==> config.mk <==
export PLATFORM = sky130hd
export DESIGN_NAME = nprm_lane
export DESIGN_NICKNAME = d
export VERILOG_FILES = /design/src/rtl/nprm_pkg.sv /design/src/rtl/nprm_lane.sv
export SDC_FILE = /design/constraint.sdc
export NUM_CORES = 1
export LEC_CHECK = 0
export ABC_AREA = 1
export BUFFER_PORTS_ARGS = -buffer_cell sky130_fd_sc_hd__buf_2
export CAP_MARGIN = 20
export CORE_ASPECT_RATIO = 2
export CORE_MARGIN = 8
export CORE_UTILIZATION = 44
export DETAILED_ROUTE_END_ITERATION = 7
export PLACE_DENSITY = 0.83
export SETUP_SLACK_MARGIN = 0.1
export SYNTH_ARGS = -nofsm -noshare
export SYNTH_HDL_FRONTEND = slang
export SYNTH_SLANG_ARGS = --single-unit
export TNS_END_PERCENT = 50
==> constraint.sdc <==
create_clock -name vclk -period 10.55
set_input_delay 1.055 -clock vclk [all_inputs]
set_output_delay 1.055 -clock vclk [all_outputs]
set_load 0.02 [all_outputs]
==> src/rtl/nprm_pkg.sv <==
// ----------------------------------------------------------------------------
// nprm_pkg: shared types and constants for the pattern rule matcher
// Holds default sizes, fixed field widths, action, compare and register codes,
// and the control bundle passed from the sequencer to the merge stage.
// ----------------------------------------------------------------------------
package nprm_pkg;

  // Default sizes
  localparam int DEF_MAX_PATTERNS = 32;
  localparam int DEF_MAX_CELLS    = 9;
  localparam int DEF_STATE_BITS   = 4;
  localparam int DEF_LANE_BITS    = 3;

  // Fixed field widths
  localparam int ACT_W      = 2;
  localparam int CMP_W      = 2;
  localparam int LIMIT_W    = 4;
  localparam int PIU_W      = 6;
  localparam int CIU_W      = 4;
  localparam int CTR_W      = 4;
  localparam int CFG_IDX_W  = 2;
  localparam int CFG_DATA_W = 6;

  // Action codes
  localparam logic [ACT_W-1:0] ACT_EVAL = 2'd0;
  localparam logic [ACT_W-1:0] ACT_CELL = 2'd1;
  localparam logic [ACT_W-1:0] ACT_HEAD = 2'd2;

  // Count compare codes; the fourth code places no constraint
  localparam logic [CMP_W-1:0] CMP_GT = 2'd0;
  localparam logic [CMP_W-1:0] CMP_LT = 2'd1;
  localparam logic [CMP_W-1:0] CMP_EQ = 2'd2;

  // Register indexes
  localparam logic [CFG_IDX_W-1:0] CFG_PATTERNS = 2'd0;
  localparam logic [CFG_IDX_W-1:0] CFG_CELLS    = 2'd1;
  localparam logic [CFG_IDX_W-1:0] CFG_CENTRE   = 2'd2;

  // Register reset values
  localparam logic [PIU_W-1:0] PIU_RESET = 6'd0;
  localparam logic [CIU_W-1:0] CIU_RESET = 4'd9;
  localparam logic [CTR_W-1:0] CTR_RESET = 4'd4;

  // Control from sequencer to merge stage
  typedef struct packed {
    logic clear;
    logic valid;
  } merge_ctl_t;

  // Bits needed to index n entries
  function automatic int idx_w(int n);
    return (n > 1) ? $clog2(n) : 1;
  endfunction

  // Bits needed to hold the values 0 .. n
  function automatic int cnt_w(int n);
    return (n > 0) ? $clog2(n + 1) : 1;
  endfunction

endpackage

==> src/rtl/nprm_lane.sv <==
// ----------------------------------------------------------------------------
// nprm_lane: single pattern test
// Checks one stored pattern against a neighbourhood: every active non-wildcard
// cell must allow its state, and the wildcard count must meet the header rule.
// ----------------------------------------------------------------------------
module nprm_lane #(
  parameter int MAX_CELLS  = nprm_pkg::DEF_MAX_CELLS,
  parameter int STATE_BITS = nprm_pkg::DEF_STATE_BITS
) (
  input  logic [MAX_CELLS*((1 << STATE_BITS) + 1)-1:0] cells,
  input  logic                                         count_on,
  input  logic [STATE_BITS-1:0]                        count_state,
  input  logic [nprm_pkg::CMP_W-1:0]                   compare,
  input  logic [nprm_pkg::LIMIT_W-1:0]                 limit,
  input  logic [MAX_CELLS*STATE_BITS-1:0]              nb,
  input  logic [nprm_pkg::cnt_w(MAX_CELLS)-1:0]        nc,
  output logic                                         match
);
  import nprm_pkg::*;

  localparam int MASK_W = 1 << STATE_BITS;
  localparam int CW     = MASK_W + 1;
  localparam int NCW    = cnt_w(MAX_CELLS);
  localparam int CMPW   = (NCW > LIMIT_W) ? NCW : LIMIT_W;

  logic                  cells_ok;
  logic [NCW-1:0]        cnt;
  logic [CMPW-1:0]       cnt_x;
  logic [CMPW-1:0]       lim_x;
  logic                  cnt_ok;

  // Test each active cell and count wildcard cells holding the chosen state
  always_comb begin
    logic [STATE_BITS-1:0] s;
    logic [MASK_W-1:0]     mask;
    logic                  wild;
    cells_ok = 1'b1;
    cnt      = '0;
    for (int i = 0; i < MAX_CELLS; i++) begin
      s    = nb[i*STATE_BITS +: STATE_BITS];
      mask = cells[i*CW +: MASK_W];
      wild = cells[i*CW + MASK_W];
      if (NCW'(i) < nc) begin
        if (wild) begin
          if (s == count_state) begin
            cnt = cnt + NCW'(1);
          end
        end else if (!mask[s]) begin
          cells_ok = 1'b0;
        end
      end
    end
  end

  // Apply the count rule
  assign cnt_x = CMPW'(cnt);
  assign lim_x = CMPW'(limit);

  always_comb begin
    case (compare)
      CMP_GT:  cnt_ok = cnt_x > lim_x;
      CMP_LT:  cnt_ok = cnt_x < lim_x;
      CMP_EQ:  cnt_ok = cnt_x == lim_x;
      default: cnt_ok = 1'b1;
    endcase
  end

  assign match = cells_ok && (!count_on || cnt_ok);

endmodule

==> impl_metrics.yaml <==
die:
  io_pins: 205
  die_height_um: 132
  initial_core_util: 0.453
  core_um2: 6570
  die_w_um: 74.1
  dieArea_um2: 9810
  rows: 42
drt:
  drt-met1-wl_um: 4480
  drc_errors: 0
  ant_nets: 0
  met3WireLength_um: 658
  viasPerCell: 5.56
  drt-total-wl_um: 13200
  drt_iter0_markers: 282
  num_vias: 4709
  firstDrtPassIters: 7
  wl_met2_um: 7400
  topRoutingLayerUsed: "met4"
  routed_wire_length_per_instance_um: 15.6
critical_path:
  crit_buf_inv: 11
  crit_family: "simple AND/OR/NAND/NOR gates"
  critical_path_required_ns: 9.50
  slowest_stage: "or2_2"
  cp-end-kind: "output port"
  crit_fanout: 12
  cpMostUsedCell: "nand2_1"
  slowest_delay_ns: 0.31
  startpoint_type: "primary input"
  worstPathArrival_ns: 7.78
  critPathKind: "in2out"
global_routing:
  grt_max_degree: 15
  gr-total-overflow: 0
  grt_pass1_vias: 4938
  grt_pass1_wl_um: 21500
  grt_util_all_layers: 0.262
  antenna_found_initial: 0
clock_tree:
  cts_resized: 0
  postCtsSetupRepairBufs: 0
  cts_hold_buffers: 0
synthesis:
  ys_top_cells_by_area: "nand2_1 15%, o21ai_0 11%, inv_1 9.7%"
  syn-num-nets: 784
  syn_area_um2: 2980
  synth_area_per_cell_um2: 5.24
  yosysTopAreaCellShare: 0.150
  synth_cell_types: 44
  synth_seq_area_share: 0
  synth_warnings: 0
  synth_top_cell_by_area: "nand2_1"
  netlist_instances: 568
timing:
  setup_ws_ns: 1.72
  hold_slack_ns: 2.64
  period_minus_slack_ns: 8.83
  max_freq_mhz: 113
  maxSlewHeadroom: 0.582
  report.final.slew_viol_count: 0
  finalSetupTns_ns: 0
  hold_viol_final: 0
  worst_slew_pin_slew_ns: 0.622
  period_share: 0.837
  rsz0062_at_grt: "false"
  setup_viol: 0
placed_design:
  place_inst: 847
  place_congestion: 1.01
  dpl.hpwl_um: 11800
  portBuffers: 205
  post-place-ws_ns: 1.83
final_layout:
  drive_above_1_share: 0.329
  diodes: 0
  fin_cells: 847
  area_growth_pct: 35.4
  register_area_um2: 0
  flops_and_latches: 0
  nets: 977
  clkbuf_count: 0
run_status:
  outcome: "complete, no violations"
power_and_ir_drop:
  ir_worst_vdd_uv: 18.2
  powerDensity_nw_per_um2: 35.4
  leakagePower_nw: 2.34
run:
  maxCapViolCount: 0
hold_path:
  hold_class: "in2out"
## power breakdown
| part | internal, mW | switching [mW] | total [mW] |
|---|---|---|---|
| Combinational | 0.0614 | 0.0812 | 0.143 |
| Clock | 0 | 0 | 0 |
| Sequential | 0 | 0 | 0 |
| Total | 0.0614 | 0.0812 | 0.143 |
## final timing paths
check	slack (ns)	from	cells after the start	endpoint
setup / recovery	1.72	count_state[1]	45	match
hold / removal	2.64	count_on	5	match
## synth_stat cells, types with 2 or more instances
master,n
a21oi_1,17
clkbuf_1,4
nand3_2,9
o21ai_0,66
nor4_1,2
or2_2,2
o211ai_1,12
o22ai_1,6
a31oi_1,2
a221oi_1,3
xor2_1,7
nor2_2,5
nor2_4,4
nand2_2,7
a211oi_1,3
nand2_1,119
or2_1,2
ha_1,12
xnor2_1,3
mux2i_1,8
nor2_1,77
inv_2,11
buf_4,2
clkinv_1,4
nand3_1,45
o21ai_1,3
nor3_1,3
nand4_1,8
buf_6,2
inv_4,2
buf_2,6
inv_1,77
a32o_1,2
o221ai_1,23
## kinds of logic (layout without fill, tap and decap cells)
logic type | count (synthesis) | after routing | synth area share
simple gates | 288 | 288 | 0.448
compound gates | 142 | 142 | 0.297
buf+inv | 108 | 299 | 0.148
fa+ha+maj | 12 | 12 | 0.0505
xor+xnor | 10 | 10 | 0.0294
mux | 8 | 8 | 0.0269
## metrics by stage
| step | cell area (um2) | util | power [mW] |
|---|---|---|---|
| after floorplan | 2980 | - | 0.0803 |
| after global placement | 4030 | 0.613 | 0.138 |
| after detailed placement | 4030 | 0.613 | 0.141 |
| after CTS | 4030 | 0.613 | 0.141 |
| after global routing | 4030 | 0.613 | 0.160 |
| final | 4030 | 0.613 | 0.143 |
## routing by layer
layer / up-vias / global-route usage
met5: - / 0
met4: 0 / 0.131
met3: 50 / 0.0320
met2: 191 / 0.505
met1: 2147 / 0.250
li1: 2321 / -
## final cells by class
class                      count  area, um2
fill                         712       2540
multi-input combinational    460       2530
timing repair buffer         205       1030
inverter                      94        358
tap                           88        110
## placed cells by master, fill, tap and decap left out, types with 2 or more instances in the layout
cell,n
a221oi_1,3
nand3_2,9
or2_2,2
nor2_2,5
buf_2,205
inv_2,11
o21ai_0,66
o221ai_1,23
ha_1,12
nor2_1,77
nand3_1,45
nor3_1,3
inv_1,77
clkinv_1,4
inv_4,2
a21oi_1,17
xor2_1,7
nand2_1,119
o211ai_1,12
xnor2_1,3
nor4_1,2
o22ai_1,6
a211oi_1,3
mux2i_1,8
a31oi_1,2
nor2_4,4
or2_1,2
a32o_1,2
nand2_2,7
o21ai_1,3
nand4_1,8
## tightest hold or removal path: stages
cell and delay [ns]:
buf_2 0.07, o21ai_0 0.08, o211ai_1 0.17, nor4_1 0.05, buf_2 0.16
No activity file was read; power rests on OpenSTA's default activity.
