**config.mk**
```make
export PLATFORM = sky130hd
export DESIGN_NAME = nprm_merge
export DESIGN_NICKNAME = d
export VERILOG_FILES = /design/src/rtl/nprm_pkg.sv /design/src/rtl/nprm_merge.sv
export SDC_FILE = /design/constraint.sdc
export NUM_CORES = 1
export LEC_CHECK = 0
export ABC_AREA = 1
export BUFFER_PORTS_ARGS = -buffer_cell sky130_fd_sc_hd__buf_2
export CORE_MARGIN = 1.5
export CORE_UTILIZATION = 38
export CTS_CLUSTER_DIAMETER = 50
export CTS_CLUSTER_SIZE = 28
export DETAILED_ROUTE_END_ITERATION = 10
export GPL_TIMING_DRIVEN = 0
export HOLD_SLACK_MARGIN = 0.03
export PLACE_DENSITY = 0.75
export SYNTH_ARGS = -nofsm -noshare
export SYNTH_HDL_FRONTEND = slang
export SYNTH_SLANG_ARGS = --single-unit
```
**constraint.sdc**
```tcl
create_clock -name clk -period 1.5 [get_ports clk]
set_input_delay 0.3 -clock clk [delete_from_list [all_inputs] [get_ports clk]]
set_output_delay 0.3 -clock clk [all_outputs]
set_load 0.01 [all_outputs]
```
**src/rtl/nprm_pkg.sv**
```systemverilog
// ----------------------------------------------------------------------------
// nprm_pkg: shared types and constants for the pattern rule matcher
// Holds default sizes, fixed field widths, action, compare and register codes,
// and the control bundle passed from the sequencer to the merge stage.
// ----------------------------------------------------------------------------
package nprm_pkg;

  // Default sizes
  localparam int DEF_MAX_PATTERNS = 32;
  localparam int DEF_MAX_CELLS    = 9;
  localparam int DEF_STATE_BITS   = 4;
  localparam int DEF_LANE_BITS    = 3;

  // Fixed field widths
  localparam int ACT_W      = 2;
  localparam int CMP_W      = 2;
  localparam int LIMIT_W    = 4;
  localparam int PIU_W      = 6;
  localparam int CIU_W      = 4;
  localparam int CTR_W      = 4;
  localparam int CFG_IDX_W  = 2;
  localparam int CFG_DATA_W = 6;

  // Action codes
  localparam logic [ACT_W-1:0] ACT_EVAL = 2'd0;
  localparam logic [ACT_W-1:0] ACT_CELL = 2'd1;
  localparam logic [ACT_W-1:0] ACT_HEAD = 2'd2;

  // Count compare codes; the fourth code places no constraint
  localparam logic [CMP_W-1:0] CMP_GT = 2'd0;
  localparam logic [CMP_W-1:0] CMP_LT = 2'd1;
  localparam logic [CMP_W-1:0] CMP_EQ = 2'd2;

  // Register indexes
  localparam logic [CFG_IDX_W-1:0] CFG_PATTERNS = 2'd0;
  localparam logic [CFG_IDX_W-1:0] CFG_CELLS    = 2'd1;
  localparam logic [CFG_IDX_W-1:0] CFG_CENTRE   = 2'd2;

  // Register reset values
  localparam logic [PIU_W-1:0] PIU_RESET = 6'd0;
  localparam logic [CIU_W-1:0] CIU_RESET = 4'd9;
  localparam logic [CTR_W-1:0] CTR_RESET = 4'd4;

  // Control from sequencer to merge stage
  typedef struct packed {
    logic clear;
    logic valid;
  } merge_ctl_t;

  // Bits needed to index n entries
  function automatic int idx_w(int n);
    return (n > 1) ? $clog2(n) : 1;
  endfunction

  // Bits needed to hold the values 0 .. n
  function automatic int cnt_w(int n);
    return (n > 0) ? $clog2(n + 1) : 1;
  endfunction

endpackage

```
**src/rtl/nprm_merge.sv**
```systemverilog
// ----------------------------------------------------------------------------
// nprm_merge: first-match merge across lanes and batches
// Picks the lowest matching lane of a batch and keeps the first hit seen since
// the last clear, with its result state and pattern index.
// ----------------------------------------------------------------------------
module nprm_merge #(
  parameter int LANE_BITS  = nprm_pkg::DEF_LANE_BITS,
  parameter int STATE_BITS = nprm_pkg::DEF_STATE_BITS,
  parameter int AW         = 2
) (
  input  logic                                     clk,
  input  logic                                     rst_n,
  input  nprm_pkg::merge_ctl_t                     ctl,
  input  logic [(1 << LANE_BITS)-1:0]              hit,
  input  logic [(1 << LANE_BITS)-1:0][STATE_BITS-1:0] res,
  input  logic [AW-1:0]                            batch,
  output logic                                     found,
  output logic [STATE_BITS-1:0]                    result,
  output logic [AW+LANE_BITS-1:0]                  pidx
);
  import nprm_pkg::*;

  localparam int LANES = 1 << LANE_BITS;

  logic                     any_hit;
  logic [LANE_BITS-1:0]     sel;
  logic                     found_r;
  logic [STATE_BITS-1:0]    result_r;
  logic [AW+LANE_BITS-1:0]  pidx_r;
  logic                     take;

  // Pick the lowest lane that hit
  always_comb begin
    any_hit = |hit;
    sel     = '0;
    for (int i = LANES - 1; i >= 0; i--) begin
      if (hit[i]) begin
        sel = LANE_BITS'(i);
      end
    end
  end

  assign take = ctl.valid && !found_r && any_hit;

  // Hold the first hit
  always_ff @(posedge clk) begin
    if (!rst_n) begin
      found_r <= 1'b0;
    end else if (ctl.clear) begin
      found_r <= 1'b0;
    end else if (take) begin
      found_r <= 1'b1;
    end
  end

  always_ff @(posedge clk) begin
    if (take) begin
      result_r <= res[sel];
      pidx_r   <= {batch, sel};
    end
  end

  assign found  = found_r;
  assign result = result_r;
  assign pidx   = pidx_r;

endmodule
```
==> impl_metrics.py, run 1 <==
metrics = {
    "cells_and_area": {
        "n_fill_cell": 242,
        "final_cell_area_um2": 1269,
        "fin_cells": 236,
        "num_antenna_cells": 0,
        "final_nets": 255,
        "drive_gt1_frac": 0.3413,
        "post-route-util": 0.5735,
        "area_growth_pct": 43.02,
    },
    "sta": {
        "fin_crit_sh": 0.8967,
        "finalHoldViolations": 0,
        "timing.hold.ws_ns": 0.1902,
        "rsz0062_at_grt": "no",
        "slew_violations": 0,
        "tightest_slew_ns": 0.4059,
        "fin_ws_ns": 0.1550,
        "setup_viol": 0,
        "fin_skew_ns": 0.002409,
        "fin_crit_ns": 1.345,
        "fmax_mhz": 743.5,
        "fin_tns_setup_ns": 0,
        "max_slew_margin": 0.7294,
    },
    "place": {
        "gp_congestion": 0.7942,
        "placed_cells_incl_taps": 227,
        "port_buffers": 55,
        "pre_cts_ws_ns": -0.2071,
        "dp_hpwl_um": 1560,
        "place_area_um2": 1200,
    },
    "synthesis": {
        "yosysSeqAreaShare": 0.3272,
        "synth_top_area_cell": "edfxtp_1",
        "synth_edf_count": 9,
        "synth.top_cell.area_share": 0.3047,
        "synth_common_cells": "nand2_1, inv_1, nand3_1",
        "synth_area_leaders": "edfxtp_1, nand2_1, nand3_1, inv_1, nand2_4",
        "yosysUniqueCellTypes": 16,
        "synthArstFlopShare": 0,
        "synth_fp_nets": 190,
        "syn_area_um2": 887.1,
        "synth_ff_type": "edfxtp_1",
        "synth-seq-cells": 10,
        "synth_area_per_cell_um2": 6.160,
        "ys_warn_count": 0,
        "syn_inst": 144,
        "yosysMostFrequentCell": "nand2_1",
    },
    "global_routing": {
        "grt_pass1_vias": 776,
        "grt-ovfl-total": 0,
        "grtUsageTotal": 0.1483,
        "grt_start_max_net_pins": 11,
        "antenna_found_initial": 0,
        "grt_pass1_wl_um": 3015,
    },
    "route": {
        "vias": 1025,
        "post_drt_wl_per_cell_um": 8.081,
        "dr.pass1.iters": 4,
        "ant_nets": 0,
        "wl_um": 1907,
        "route.detailed.drc": 0,
        "drt-initial-drc-count": 12,
        "routed_via_density": 4.343,
    },
    "clocking": {
        "numCtsBuffers": 3,
        "htreeDepth": 1,
        "postCtsHoldBufs": 0,
        "clk_pin_slew_ns": 0.06,
        "clock_sinks": 10,
        "insertion_delay_ns": 0.26,
        "cts_buffer_depth": 2,
        "tritoncts": "yes",
        "root_buffer": "clkbuf_4",
    },
    "worst_setup_path": {
        "reg2reg_depth": 1,
        "start_kind": "primary input",
        "path_max_fanout": 9,
        "worstPathArrival_ns": 1.36,
        "rrSetupSlack_ns": 0.60,
        "critPathKind": "primary input to flip-flop",
        "required_ns": 1.51,
        "endpoint_kind": "flip-flop",
    },
    "die": {
        "die-area_um2": 2633,
        "die_h_um": 51.32,
        "core_um2": 2212,
        "die_w_um": 51.32,
        "row_count": 17,
        "ios": 56,
        "start_util": 0.4010,
    },
    "pwr": {
        "p_leak_nw": 0.8222,
        "finalPower_uw": 775.6,
        "vdd_drop_max_mv": 0.3561,
        "power-per-cell-area_nw_per_um2": 611.3,
    },
    "job": {
        "drv_cap": 0,
    },
    "worst_hold_path": {
        "min_path_cells": 2,
        "hold_class": "primary input to flip-flop",
    },
    "status": {
        "status": "complete, no violations",
    },
}
==> cell families (layout without fill, tap and decap cells) <==
group / count (synthesis) / in the layout / share of synthesized area
AOI/OAI and AO/OA: 3 / 3 / 0.03808
DFF: 10 / 10 / 0.3272
buffers and inverters: 47 / 111 / 0.2116
and+or+nand+nor: 84 / 84 / 0.4231
==> registers in the layout, indices dropped and copies added (netlist names) <==
signal	count
pidx	5
result	4
found	1
==> path summary, 6_finish.rpt <==
check / startpoint / end
hold reg to reg: found$_SDFFE_PP0P_ / found$_SDFFE_PP0P_
hold / removal: ctl[1] / found$_SDFFE_PP0P_
setup / recovery: hit[0] / result[1]$_DFFE_PP_
setup reg to reg: found$_SDFFE_PP0P_ / pidx[4]$_DFFE_PP_
==> cell usage in the layout, fill, tap and decap left out <==
| cell | count |
|---|---|
| nand3_1 | 33 |
| buf_2 | 55 |
| dfxtp_1 | 1 |
| a21boi_0 | 1 |
| clkbuf_1 | 2 |
| buf_4 | 6 |
| edfxtp_1 | 9 |
| o21ai_0 | 1 |
| clkbuf_4 | 3 |
| nor3_1 | 1 |
| or2_1 | 1 |
| nor2_4 | 1 |
| a31oi_4 | 1 |
| nor2_1 | 2 |
| nand2_4 | 2 |
| nand2_1 | 44 |
| inv_1 | 42 |
| inv_2 | 2 |
| buf_6 | 1 |
==> worst max-delay path: stages <==
cell and delay [ns]:
buf_2 0.10, inv_2 0.13, nand2_1 0.13, a31oi_4 0.27, inv_2 0.13, nand3_1 0.10
nand2_1 0.06, nand2_1 0.06, nand2_1 0.06
==> per-layer routing <==
metal	part of all wire	global-route usage	up-vias
li1	-	-	566
met1	0.44	0.1906	426
met2	0.49	0.2489	30
met3	0.053	0.02632	3
met4	0.012	0.05263	0
met5	0	0	-
==> final cells by class <==
| class | instances | area [um^2] | area share |
|---|---|---|---|
| Multi-Input combinational cell | 87 | 416.7 | 0.3284 |
| Timing Repair Buffer | 60 | 312.8 | 0.2465 |
| Sequential cell | 10 | 290.3 | 0.2288 |
| Inverter | 44 | 165.2 | 0.1302 |
| Tap cell | 28 | 35.03 | 0.02761 |
| Clock buffer | 4 | 26.28 | 0.02071 |
| Buffer | 3 | 22.52 | 0.01775 |
==> power by group <==
part / internal [mW] / switching (mW) / total [mW]
clock network: 0.102 / 0.0816 / 0.184
logic: 0.119 / 0.138 / 0.257
registers: 0.330 / 0.00475 / 0.334
total: 0.552 / 0.224 / 0.776
==> repair_timing <==
item,CTS,global route
setup endpoints to repair,0,13
gates resized for setup,0,1
setup buffers,0,5
Note: power is estimated with default switching activity, not from simulation.
==> run 2: changes to the inputs <==
--- a/config.mk
+++ b/config.mk
@@ -7,6 +7,7 @@
 export LEC_CHECK = 0
 export ABC_AREA = 1
 export BUFFER_PORTS_ARGS = -buffer_cell sky130_fd_sc_hd__buf_2
+export CAP_MARGIN = 20
 export CORE_MARGIN = 1.5
 export CORE_UTILIZATION = 38
 export CTS_CLUSTER_DIAMETER = 50
@@ -14,7 +15,7 @@
 export DETAILED_ROUTE_END_ITERATION = 10
 export GPL_TIMING_DRIVEN = 0
 export HOLD_SLACK_MARGIN = 0.03
-export PLACE_DENSITY = 0.75
+export PLACE_DENSITY_LB_ADDON = 0.08
 export SYNTH_ARGS = -nofsm -noshare
 export SYNTH_HDL_FRONTEND = slang
 export SYNTH_SLANG_ARGS = --single-unit
==> run 2 against run 1 <==
  * Final cell count fell by 0.42%
  * Non-clock buffer count shrank 1
  * Wire length increased by 6.4%
  * Global-route usage grew 2.0 points
  * Fmax fell by 0.13%
  * Power shrank 0.50%
  * Via count decreased by 2.0%
  * Final area shrank 0.30%
  * Critical path depth increased by 5
  * Die area stayed put
  * First-iteration DRC count grew 42%
  * Worst setup slack lost 0.0018 ns
  * Critical endpoint unchanged
  * Largest power group unchanged
==> impl_metrics.py, run 2 (synthesized netlist as in run 1, its figures left out) <==
metrics = {
    "worst_setup_path": {
        "start_kind": "primary input",
        "worstPathArrival_ns": 1.36,
        "endpoint_kind": "flip-flop",
        "path_max_fanout": 10,
        "slowest_delay_ns": 0.15,
        "reg2reg_from": "found$_SDFFE_PP0P_",
        "rrSetupSlack_ns": 0.60,
        "critPathLaunch": "hit[5]",
        "critPathKind": "primary input to flip-flop",
        "path_cells": "buf_2, inv_1, nand2_1, nand2_1, nand2_1, nand2_1, nand2_4, nand2_4, buf_6, nand2_1, nand3_1, nand2_1, nand2_1, nand2_1",
        "cp_common_cell": "nand2_1",
        "slowest_stage": "buf_6",
        "required_ns": 1.51,
    },
    "global_routing": {
        "grt_start_max_net_pins": 11,
        "grt_pass1_wl_um": 3443,
        "grtUsageTotal": 0.1679,
        "grt-ovfl-total": 0,
        "grt_pass1_vias": 890,
        "antenna_found_initial": 0,
    },
    "sta": {
        "fin_ws_ns": 0.1532,
        "fin_tns_setup_ns": 0,
        "rsz0062_at_grt": "yes",
        "fin_crit_ns": 1.347,
        "fmax_mhz": 742.5,
        "tightest_slew_ns": 0.4016,
        "timing.hold.ws_ns": 0.1937,
        "slew_violations": 0,
        "max_slew_margin": 0.7322,
        "fin_skew_ns": 0.002623,
        "fin_crit_sh": 0.8979,
        "finalHoldViolations": 0,
        "setup_viol": 0,
    },
    "cells_and_area": {
        "drive_gt1_frac": 0.3382,
        "post-route-util": 0.5718,
        "area_growth_pct": 42.59,
        "num_antenna_cells": 0,
        "final_cell_area_um2": 1265,
        "layout_common_cells": "buf_2, nand2_1, inv_1",
        "seqCellArea_um2": 290.3,
        "final_nets": 254,
        "multiInputGateArea_um2": 416.7,
        "fin_cells": 235,
        "largest_reg_flops": 5,
        "final_common_cell": "buf_2",
        "n_fill_cell": 248,
    },
    "route": {
        "route.detailed.drc": 0,
        "wl_um": 2030,
        "routed_via_density": 4.272,
        "vias": 1004,
        "drt-initial-drc-count": 17,
        "post_drt_wl_per_cell_um": 8.638,
        "dr.pass1.iters": 4,
        "ant_nets": 0,
    },
    "pwr": {
        "power-per-cell-area_nw_per_um2": 610.1,
        "p_leak_nw": 0.8188,
        "vdd_drop_max_mv": 0.3237,
        "finalPower_uw": 771.8,
    },
    "worst_hold_path": {
        "hold_start": "ctl[1]",
        "hold_class": "primary input to flip-flop",
    },
    "place": {
        "place_area_um2": 1200,
        "port_buffers": 55,
        "placed_cells_incl_taps": 227,
        "dp_hpwl_um": 1668,
        "pre_cts_ws_ns": -0.2052,
        "gp_congestion": 0.8343,
    },
    "die": {
        "start_util": 0.4010,
        "die_h_um": 51.32,
        "ios": 56,
        "die_w_um": 51.32,
        "row_count": 17,
        "die-area_um2": 2633,
        "core_um2": 2212,
    },
    "clocking": {
        "cts_buffer_depth": 2,
        "root_buffer": "clkbuf_4",
        "clk_pin_slew_ns": 0.06,
        "clock_sinks": 10,
        "htreeDepth": 1,
        "numCtsBuffers": 3,
        "postCtsHoldBufs": 0,
        "insertion_delay_ns": 0.26,
        "tritoncts": "yes",
    },
    "job": {
        "drv_cap": 0,
    },
    "status": {
        "status": "complete, no violations",
    },
}
## run 2: layer usage
layer,global-route usage,vias up,part of all wire
met4,0.05263,0,0
met3,0.02047,0,0.079
met5,0,-,0
met1,0.2143,399,0.45
li1,-,561,-
met2,0.2944,44,0.47
## run 2: area by class of cell
class | count | share of cell area
Multi-Input combinational cell | 87 | 0.3294
Tap cell | 28 | 0.02770
Clock inverter | 1 | 0.002967
Inverter | 44 | 0.1306
Timing Repair Buffer | 59 | 0.2413
Clock buffer | 3 | 0.01780
Sequential cell | 10 | 0.2295
Buffer | 3 | 0.02077
## run 2: where the power goes
| part | leakage (nW) | internal (mW) | total (mW) | switching (mW) |
|---|---|---|---|---|
| Sequential | 0.0962 | 0.330 | 0.335 | 0.00555 |
| Combinational | 0.707 | 0.119 | 0.257 | 0.138 |
| Clock | 0.0154 | 0.0957 | 0.179 | 0.0834 |
## run 2: path summary, 6_finish.rpt
check,endpoint,cells after the start
min,found$_SDFFE_PP0P_,2
max reg2reg,result[3]$_DFFE_PP_,1
min reg2reg,found$_SDFFE_PP0P_,2
max,result[1]$_DFFE_PP_,14
## run 2: timing repair
action / 4_1_cts / 5_1_grt
setup endpoints to repair: 0 / 13
buffers inserted: 0 / 4
gates resized for setup: 0 / 2
## run 2: worst max-delay path: cells and delay by family
kind,cells,cell delay [ns]
buf+inv,3,0.31
simple gates,11,0.75
